$ cat config.mk
export PLATFORM = sky130hd
export DESIGN_NAME = hsv_to_rgb_pixel_unit
export DESIGN_NICKNAME = d
export VERILOG_FILES = /design/src/hdl/hsvrgb_pkg.sv /design/src/hdl/hsv_to_rgb_pixel_unit.sv /design/src/hdl/hsvrgb_div255.sv
export SDC_FILE = /design/constraint.sdc
export NUM_CORES = 2
export LEC_CHECK = 0
export BUFFER_PORTS_ARGS = -buffer_cell sky130_fd_sc_hd__buf_2
export CAP_MARGIN = 40
export CORE_MARGIN = 10
export CORE_UTILIZATION = 30
export CTS_CLUSTER_DIAMETER = 120
export DETAILED_ROUTE_END_ITERATION = 6
export PLACE_DENSITY = 0.54
export SYNTH_ARGS = -nofsm -noshare
export SYNTH_HDL_FRONTEND = slang
export SYNTH_HIERARCHICAL = 1
export SYNTH_SLANG_ARGS = --single-unit
$ cat constraint.sdc
create_clock -name aclk -period 17.1 [get_ports aclk]
set_input_delay 1.71 -clock aclk [delete_from_list [all_inputs] [get_ports aclk]]
set_output_delay 1.71 -clock aclk [all_outputs]
set_load 0.03 [all_outputs]
$ cat src/hdl/hsvrgb_pkg.sv
`timescale 1ns / 1ps

package hsvrgb_pkg;

    // Default width of the hue fraction; 2^HUE_BITS is one full turn.
    localparam int HUE_BITS_DEFAULT = 16;

    // Reciprocal of 255 scaled by 2^23; exact for every 16-bit dividend.
    localparam logic [15:0] DIV255_RECIP = 16'h8081;
    localparam int          DIV255_SHIFT = 23;

    // Hue sectors, named after the two colors they run between.
    typedef enum logic [2:0] {
        SECT_RED_YEL = 3'd0,
        SECT_YEL_GRN = 3'd1,
        SECT_GRN_CYN = 3'd2,
        SECT_CYN_BLU = 3'd3,
        SECT_BLU_MAG = 3'd4,
        SECT_MAG_RED = 3'd5
    } sector_t;

endpackage

$ cat src/hdl/hsv_to_rgb_pixel_unit.sv
`timescale 1ns / 1ps

// HSV to RGB pixel converter.
// The s_ channel carries one pixel word per handshake: hue (HUE_BITS bits, a
// fraction of a full turn), saturation and value (8 bits each, 255 is one).
// The m_ channel returns one word per input word with red, green and blue.
// The datapath is a four-stage pipeline: hue sector and fraction, the
// saturation products, the value products, then the divide by 255 and the
// channel ordering into the output register. An accepted word moves through
// the stage registers in order and waits in its stage while the stage after
// it cannot move. Throughput is one word per clock cycle while the receiver
// keeps m_tready high; the rate is set by the pipeline, where every stage
// holds one word and each multiplier is registered.
// A stall on m_tready holds the output word; the stages behind it keep
// filling any empty slots, and s_tready drops only when every stage is full.
// A synchronous active-low reset clears all valid bits, so the pipeline comes
// up empty; the data registers are not reset.
// The block keeps no state between words.
module hsv_to_rgb_pixel_unit
    import hsvrgb_pkg::*;
#(
    parameter int HUE_BITS = HUE_BITS_DEFAULT,
    localparam int IN_W    = ((HUE_BITS + 16 + 7) / 8) * 8
) (
    input  logic            aclk,
    input  logic            aresetn,
    // s_tdata fields from bit 0 up: hue, saturation, brightness, zero pad.
    input  logic            s_tvalid,
    output logic            s_tready,
    input  logic [IN_W-1:0] s_tdata,
    // m_tdata fields from bit 0 up: red, green, blue.
    output logic            m_tvalid,
    input  logic            m_tready,
    output logic [23:0]     m_tdata
);

    // Fixed-point constants: one turn, and 255 in the same scale.
    localparam logic [HUE_BITS:0]   HUE_ONE    = {1'b1, {HUE_BITS{1'b0}}};
    localparam logic [HUE_BITS+7:0] FULL_SCALE = {8'hFF, {HUE_BITS{1'b0}}};

    // Input field split.
    logic [HUE_BITS-1:0] in_hue;
    logic [7:0]          in_sat;
    logic [7:0]          in_bri;

    assign in_hue = s_tdata[HUE_BITS-1:0];
    assign in_sat = s_tdata[HUE_BITS+7:HUE_BITS];
    assign in_bri = s_tdata[HUE_BITS+15:HUE_BITS+8];

    // Stage enables: a stage moves when it is empty or the one after it moves.
    logic v1_reg, v2_reg, v3_reg, v4_reg;
    logic en1, en2, en3, en4;

    assign en4      = !v4_reg || m_tready;
    assign en3      = !v3_reg || en4;
    assign en2      = !v2_reg || en3;
    assign en1      = !v1_reg || en2;
    assign s_tready = en1;

    always_ff @(posedge aclk) begin
        if (!aresetn) begin
            v1_reg <= 1'b0;
            v2_reg <= 1'b0;
            v3_reg <= 1'b0;
            v4_reg <= 1'b0;
        end else begin
            if (en1) v1_reg <= s_tvalid;
            if (en2) v2_reg <= v1_reg;
            if (en3) v3_reg <= v2_reg;
            if (en4) v4_reg <= v3_reg;
        end
    end

    // Stage 1: hue times six gives the sector in the top bits and the
    // fraction below. The p product bri * (255 - sat) is formed here too.
    logic [HUE_BITS+2:0] hue6;
    sector_t             s1_sector_reg, s1_sector_next;
    logic [HUE_BITS-1:0] s1_frac_reg, s1_frac_next;
    logic [7:0]          s1_sat_reg, s1_bri_reg;
    logic [15:0]         s1_pprod_reg, s1_pprod_next;

    always_comb begin
        hue6           = {1'b0, in_hue, 2'b00} + {2'b00, in_hue, 1'b0};
        s1_sector_next = sector_t'(hue6[HUE_BITS+2:HUE_BITS]);
        s1_frac_next   = hue6[HUE_BITS-1:0];
        s1_pprod_next  = {8'b0, in_bri} * {8'b0, 8'hFF - in_sat};
    end

    always_ff @(posedge aclk) begin
        if (en1) begin
            s1_sector_reg <= s1_sector_next;
            s1_frac_reg   <= s1_frac_next;
            s1_sat_reg    <= in_sat;
            s1_bri_reg    <= in_bri;
            s1_pprod_reg  <= s1_pprod_next;
        end
    end

    // Stage 2: numerators 255*2^H - f*s for q and 255*2^H - (2^H - f)*s for t.
    logic [HUE_BITS:0]   one_minus_f;
    logic [HUE_BITS+7:0] fs_prod, gs_prod;
    logic [HUE_BITS+7:0] s2_nq_reg, s2_nq_next, s2_nt_reg, s2_nt_next;
    sector_t             s2_sector_reg;
    logic [7:0]          s2_bri_reg;
    logic [15:0]         s2_pprod_reg;

    always_comb begin
        one_minus_f = HUE_ONE - {1'b0, s1_frac_reg};
        fs_prod     = {8'b0, s1_frac_reg} * {{HUE_BITS{1'b0}}, s1_sat_reg};
        gs_prod     = {7'b0, one_minus_f} * {{HUE_BITS{1'b0}}, s1_sat_reg};
        s2_nq_next  = FULL_SCALE - fs_prod;
        s2_nt_next  = FULL_SCALE - gs_prod;
    end

    always_ff @(posedge aclk) begin
        if (en2) begin
            s2_nq_reg     <= s2_nq_next;
            s2_nt_reg     <= s2_nt_next;
            s2_sector_reg <= s1_sector_reg;
            s2_bri_reg    <= s1_bri_reg;
            s2_pprod_reg  <= s1_pprod_reg;
        end
    end

    // Stage 3: scale by value and drop the fraction bits. Flooring by 2^H
    // first and by 255 later gives the same floor as one division.
    logic [HUE_BITS+15:0] xq_prod, xt_prod;
    logic [15:0]          s3_yq_reg, s3_yq_next, s3_yt_reg, s3_yt_next;
    sector_t              s3_sector_reg;
    logic [7:0]           s3_bri_reg;
    logic [15:0]          s3_pprod_reg;

    always_comb begin
        xq_prod    = {{(HUE_BITS+8){1'b0}}, s2_bri_reg} * {8'b0, s2_nq_reg};
        xt_prod    = {{(HUE_BITS+8){1'b0}}, s2_bri_reg} * {8'b0, s2_nt_reg};
        s3_yq_next = xq_prod[HUE_BITS+15:HUE_BITS];
        s3_yt_next = xt_prod[HUE_BITS+15:HUE_BITS];
    end

    always_ff @(posedge aclk) begin
        if (en3) begin
            s3_yq_reg     <= s3_yq_next;
            s3_yt_reg     <= s3_yt_next;
            s3_sector_reg <= s2_sector_reg;
            s3_bri_reg    <= s2_bri_reg;
            s3_pprod_reg  <= s2_pprod_reg;
        end
    end

    // Stage 4: divide the three products by 255 and order the channels.
    logic [7:0]  p_byte, q_byte, t_byte;
    logic [23:0] out_reg, out_next;

    hsvrgb_div255 u_div_p (.dividend(s3_pprod_reg), .quotient(p_byte));
    hsvrgb_div255 u_div_q (.dividend(s3_yq_reg),    .quotient(q_byte));
    hsvrgb_div255 u_div_t (.dividend(s3_yt_reg),    .quotient(t_byte));

    always_comb begin
        unique case (s3_sector_reg)
            SECT_RED_YEL: out_next = {p_byte, t_byte, s3_bri_reg};
            SECT_YEL_GRN: out_next = {p_byte, s3_bri_reg, q_byte};
            SECT_GRN_CYN: out_next = {t_byte, s3_bri_reg, p_byte};
            SECT_CYN_BLU: out_next = {s3_bri_reg, q_byte, p_byte};
            SECT_BLU_MAG: out_next = {s3_bri_reg, p_byte, t_byte};
            default:      out_next = {q_byte, p_byte, s3_bri_reg};
        endcase
    end

    always_ff @(posedge aclk) begin
        if (en4) begin
            out_reg <= out_next;
        end
    end

    assign m_tvalid = v4_reg;
    assign m_tdata  = out_reg;

endmodule

$ cat src/hdl/hsvrgb_div255.sv
`timescale 1ns / 1ps

module hsvrgb_div255
    import hsvrgb_pkg::*;
(
    input  logic [15:0] dividend,
    output logic [7:0]  quotient
);

    // Multiply by the scaled reciprocal; the quotient sits just above the shift.
    logic [31:0] scaled;

    assign scaled   = {16'b0, dividend} * {16'b0, DIV255_RECIP};
    assign quotient = scaled[DIV255_SHIFT+7:DIV255_SHIFT];

endmodule

==> metrics.log <==
INFO  metric outcome = finished, final reports clean
INFO  metric drt-wirelength-per-cell = ~15 um
INFO  metric die_area = about 0.12 sq mm
INFO  metric cts.htree.levels = 1
INFO  metric gp_routability_congestion = between 0.8 and 0.9
INFO  metric ctsResizeCount = 0
INFO  metric worstRegToRegCells = 21
INFO  metric clock-sinks = between 200 and 250
INFO  metric final_antenna_net_count = 0
INFO  metric reg2reg_from = s1_frac_reg[3]
INFO  metric io_buffers = 61
INFO  metric pre_cts_slack = 10.71 ns
INFO  metric grt_setup_unrepaired = false
INFO  metric timing_max_transition_violations_final = 0
INFO  metric worst_slew_margin_rel = 47.8%
INFO  metric final_design_area_no_fill = roughly 0.036 sq mm
INFO  metric postSynth.topFlopCell = sky130_fd_sc_hd__edfxtp_1
INFO  metric finalNetCount = 4353
INFO  metric io-pin-count = 62
INFO  metric cts-root-buf = sky130_fd_sc_hd__clkbuf_16
INFO  metric synthArstFlopShare = 0%
INFO  metric report.final.hold_viol_count = 0
INFO  metric layout_fillers = 11235
INFO  metric postCtsSetupBuffers = 0
INFO  metric grt_start_max_net_pins = slightly above 70
INFO  metric worst_skew_pair.late_latency = 0.58 ns
INFO  metric tns = 0 ns
INFO  metric cts_hold_buffers = 0
INFO  metric cp-start-kind = register
INFO  metric initialDrtViolationCount = 1011
INFO  metric clock.fmax = between 0.15 and 0.2 GHz
INFO  metric worst-setup-path-type = reg -> reg
INFO  metric clock_skew = 0.0219 ns
INFO  metric layout-drive-gt1-share = 5.04%
INFO  metric tightest_pin_transition = 0.764 ns
INFO  metric die_w = ~350 um
INFO  metric yosys.area.top_type = sky130_fd_sc_hd__fa_1
INFO  metric worst_r2r_endpoint = s2_nt_reg[21]
INFO  metric number_of_failing_setup_endpoints_in_the_final_timing_report = 0
INFO  metric grt_remaining_overflow = 0
INFO  metric start_util = 30.2%
INFO  metric ffs_latches_synth = 209
INFO  metric synth.distinct_cells = 78
INFO  metric placement.cell_area = 0.0348 sq mm
INFO  metric timing.critical_path.to = s2_nt_reg[21]
INFO  metric timing.hold.worst.class = reg -> reg
INFO  metric routed_wl = 72800 um
INFO  metric grt_pass1_wl = 123000 um
INFO  metric synth.avg_cell_area = 9.70 sq um
INFO  metric drt_pass1_iterations = 5
INFO  metric grt_pass1_vias = 23446
INFO  metric clock_edge_transition_at_the_registers_on_the_reported_setup_and_hold_paths = 0.07 ns
INFO  metric detail_route.vias_per_cell = 4.63
INFO  metric ys_seq_area_share = 18.9%
INFO  metric layout_min_cycle_time = 6.38 ns
INFO  metric fp.dieH = 351 um
INFO  metric synth_edf_count = a little over 200
INFO  metric design.core.area = about 0.11 sq mm
INFO  metric drc = 0
INFO  metric timing.critical_path.fanout_max = 11
INFO  metric largest_register_ff_count = 24
INFO  metric tritoncts.num_buffers = 27
INFO  metric syn_to_layout_area_delta = 8.55%
INFO  metric track_usage = about an eighth
INFO  metric endpoint_kind = register
INFO  metric vias = 22416
INFO  metric drv_cap = 0
INFO  metric buffers_from_clock_root_to_sink_at_most = 3
INFO  metric placementRows = 121
INFO  metric synthesis.instances = 3394
INFO  metric cts_tree = done
INFO  metric r2r_slack = 10.72 ns
INFO  metric post-route-worst-setup-slack = around 11 ns
INFO  metric worstPathArrival = roughly 7 ns
INFO  metric antenna_cells = 0
INFO  metric synth_top_area_share = 27.4%
INFO  metric tcrit_tclk_final = 37.3%
INFO  metric antenna_found_initial = 2
INFO  metric netlist_top_cells_area = sky130_fd_sc_hd__fa_1 (27%), sky130_fd_sc_hd__edfxtp_1 (19%), sky130_fd_sc_hd__ha_1 (17%)
INFO  metric mappedNetlistArea = 0.0329 sq mm
INFO  metric hpwlAfterDp = 57700 um
INFO  metric synth.net_count = 4338
INFO  metric setup.worst_path.start = s1_frac_reg[3]
INFO  metric synth.yosys.warnings = 6
INFO  metric critical_path_required = 17.53 ns
worst max-delay path: stages, from the launching register on:
cell and delay (ns):
sky130_fd_sc_hd__edfxtp_1 0.54, sky130_fd_sc_hd__nor3_1 0.43, sky130_fd_sc_hd__or3b_1 0.54, sky130_fd_sc_hd__nor3_1 0.23, sky130_fd_sc_hd__xnor2_1 0.21, sky130_fd_sc_hd__and2_1 0.25
sky130_fd_sc_hd__fa_1 0.53, sky130_fd_sc_hd__inv_1 0.05, sky130_fd_sc_hd__fa_1 0.48, sky130_fd_sc_hd__fa_1 0.49, sky130_fd_sc_hd__inv_1 0.05, sky130_fd_sc_hd__fa_1 0.47
sky130_fd_sc_hd__inv_1 0.04, sky130_fd_sc_hd__ha_1 0.35, sky130_fd_sc_hd__a21o_1 0.19, sky130_fd_sc_hd__a21o_1 0.17, sky130_fd_sc_hd__a21oi_1 0.12, sky130_fd_sc_hd__o21ai_0 0.09
sky130_fd_sc_hd__a211oi_1 0.24, sky130_fd_sc_hd__o21ai_1 0.18, sky130_fd_sc_hd__or4b_1 0.49, sky130_fd_sc_hd__nand3_1 0.10
layer usage:
layer | vias to the layer above | share of wire, % | global-route usage (%)
met2 | 275 | 45 | 19.8
met1 | 11106 | 50 | 17.3
met3 | 52 | 3.4 | 1.42
li1 | 10981 | - | -
met5 | - | 0.018 | 0
met4 | 2 | 1.1 | 1.52
synthesized netlist by cell type (6+ instances only):
library cell,count
sky130_fd_sc_hd__nand4_1,14
sky130_fd_sc_hd__and4_1,6
sky130_fd_sc_hd__a32oi_1,9
sky130_fd_sc_hd__o21bai_1,11
sky130_fd_sc_hd__nand3_1,39
sky130_fd_sc_hd__mux2_2,8
sky130_fd_sc_hd__and2_1,330
sky130_fd_sc_hd__nor3b_1,9
sky130_fd_sc_hd__xor2_1,47
sky130_fd_sc_hd__nand2b_1,43
sky130_fd_sc_hd__nor2_1,112
sky130_fd_sc_hd__edfxtp_1,205
sky130_fd_sc_hd__nor3_1,25
sky130_fd_sc_hd__nor4_1,8
sky130_fd_sc_hd__o211ai_1,11
sky130_fd_sc_hd__o21a_1,10
sky130_fd_sc_hd__inv_1,599
sky130_fd_sc_hd__and3_1,23
sky130_fd_sc_hd__nand2_1,357
sky130_fd_sc_hd__buf_1,8
sky130_fd_sc_hd__a31oi_1,14
sky130_fd_sc_hd__a21o_1,44
sky130_fd_sc_hd__o21ai_0,51
sky130_fd_sc_hd__nor2b_1,50
sky130_fd_sc_hd__ha_1,458
sky130_fd_sc_hd__xnor2_1,82
sky130_fd_sc_hd__mux2i_1,26
sky130_fd_sc_hd__a211oi_1,17
sky130_fd_sc_hd__clkbuf_1,87
sky130_fd_sc_hd__fa_1,450
sky130_fd_sc_hd__a21oi_1,131
sky130_fd_sc_hd__a221o_1,8
sky130_fd_sc_hd__or3_1,6
through the flow:
step	hold WS [ns]	std cells	util, %
after floorplan	0.400	3394	-
after global placement	0.401	4791	31.9
after detailed placement	0.405	4794	32.0
after CTS	0.420	4844	32.8
after global routing	0.422	4844	32.8
final	0.416	4844	32.8
logic make-up after synthesis:
logic type	Yosys count	share of synthesized area, %
AO/OA/AOI/OAI	363	7.23
XOR/XNOR	130	3.52
adder cells (fa/ha/maj)	908	44.8
buffers and inverters	699	8.01
flip-flops	209	18.9
multiplexers	34	1.06
AND/OR/NAND/NOR	1051	16.5
how the worst min path moves through the flow:
stage	slack, ns	from	cells after the start	to
2_1_floorplan	0.40	s1_bri_reg[0]	0	s2_bri_reg[0]
6_report	0.42	s2_pprod_reg[8]	0	s3_pprod_reg[8]
3_5_place_dp	0.41	s2_pprod_reg[10]	0	s3_pprod_reg[10]
4_1_cts	0.42	s2_pprod_reg[10]	0	s3_pprod_reg[10]
3_3_place_gp	0.40	s1_pprod_reg[7]	0	s2_pprod_reg[7]
5_1_grt	0.42	s1_pprod_reg[12]	0	s2_pprod_reg[12]
cell type report:
type,count,area [sq um],area share (%)
multi-input cells,2486,24000,67.3
flip-flops and latches,209,6240,17.5
inverters,599,2250,6.29
well taps,1414,1770,4.95
clock buffers,29,683,1.91
repair buffers,86,533,1.49
clock inverters,21,213,0.595
cells in the final DEF (no fill, tap or decap), types with 11 or more instances in the layout:
master | netlist | final
sky130_fd_sc_hd__inv_1 | 599 | 598
sky130_fd_sc_hd__ha_1 | 458 | 458
sky130_fd_sc_hd__fa_1 | 450 | 450
sky130_fd_sc_hd__nand2_1 | 357 | 355
sky130_fd_sc_hd__and2_1 | 330 | 330
sky130_fd_sc_hd__edfxtp_1 | 205 | 205
sky130_fd_sc_hd__a21oi_1 | 131 | 131
sky130_fd_sc_hd__nor2_1 | 112 | 112
sky130_fd_sc_hd__xnor2_1 | 82 | 82
sky130_fd_sc_hd__buf_2 | 4 | 61
sky130_fd_sc_hd__o21ai_0 | 51 | 51
sky130_fd_sc_hd__nor2b_1 | 50 | 50
sky130_fd_sc_hd__xor2_1 | 47 | 47
sky130_fd_sc_hd__a21o_1 | 44 | 44
sky130_fd_sc_hd__nand2b_1 | 43 | 43
sky130_fd_sc_hd__nand3_1 | 39 | 39
sky130_fd_sc_hd__clkbuf_16 | 0 | 27
sky130_fd_sc_hd__mux2i_1 | 26 | 26
sky130_fd_sc_hd__nor3_1 | 25 | 25
sky130_fd_sc_hd__and3_1 | 23 | 23
sky130_fd_sc_hd__buf_4 | 0 | 23
sky130_fd_sc_hd__a211oi_1 | 17 | 17
sky130_fd_sc_hd__nand4_1 | 14 | 14
sky130_fd_sc_hd__a31oi_1 | 14 | 14
sky130_fd_sc_hd__o21bai_1 | 11 | 11
sky130_fd_sc_hd__o211ai_1 | 11 | 11
Power is left out: the tool's default activity adds up to more than one toggle a clock period on the data nets, which glitch-free logic cannot reach.
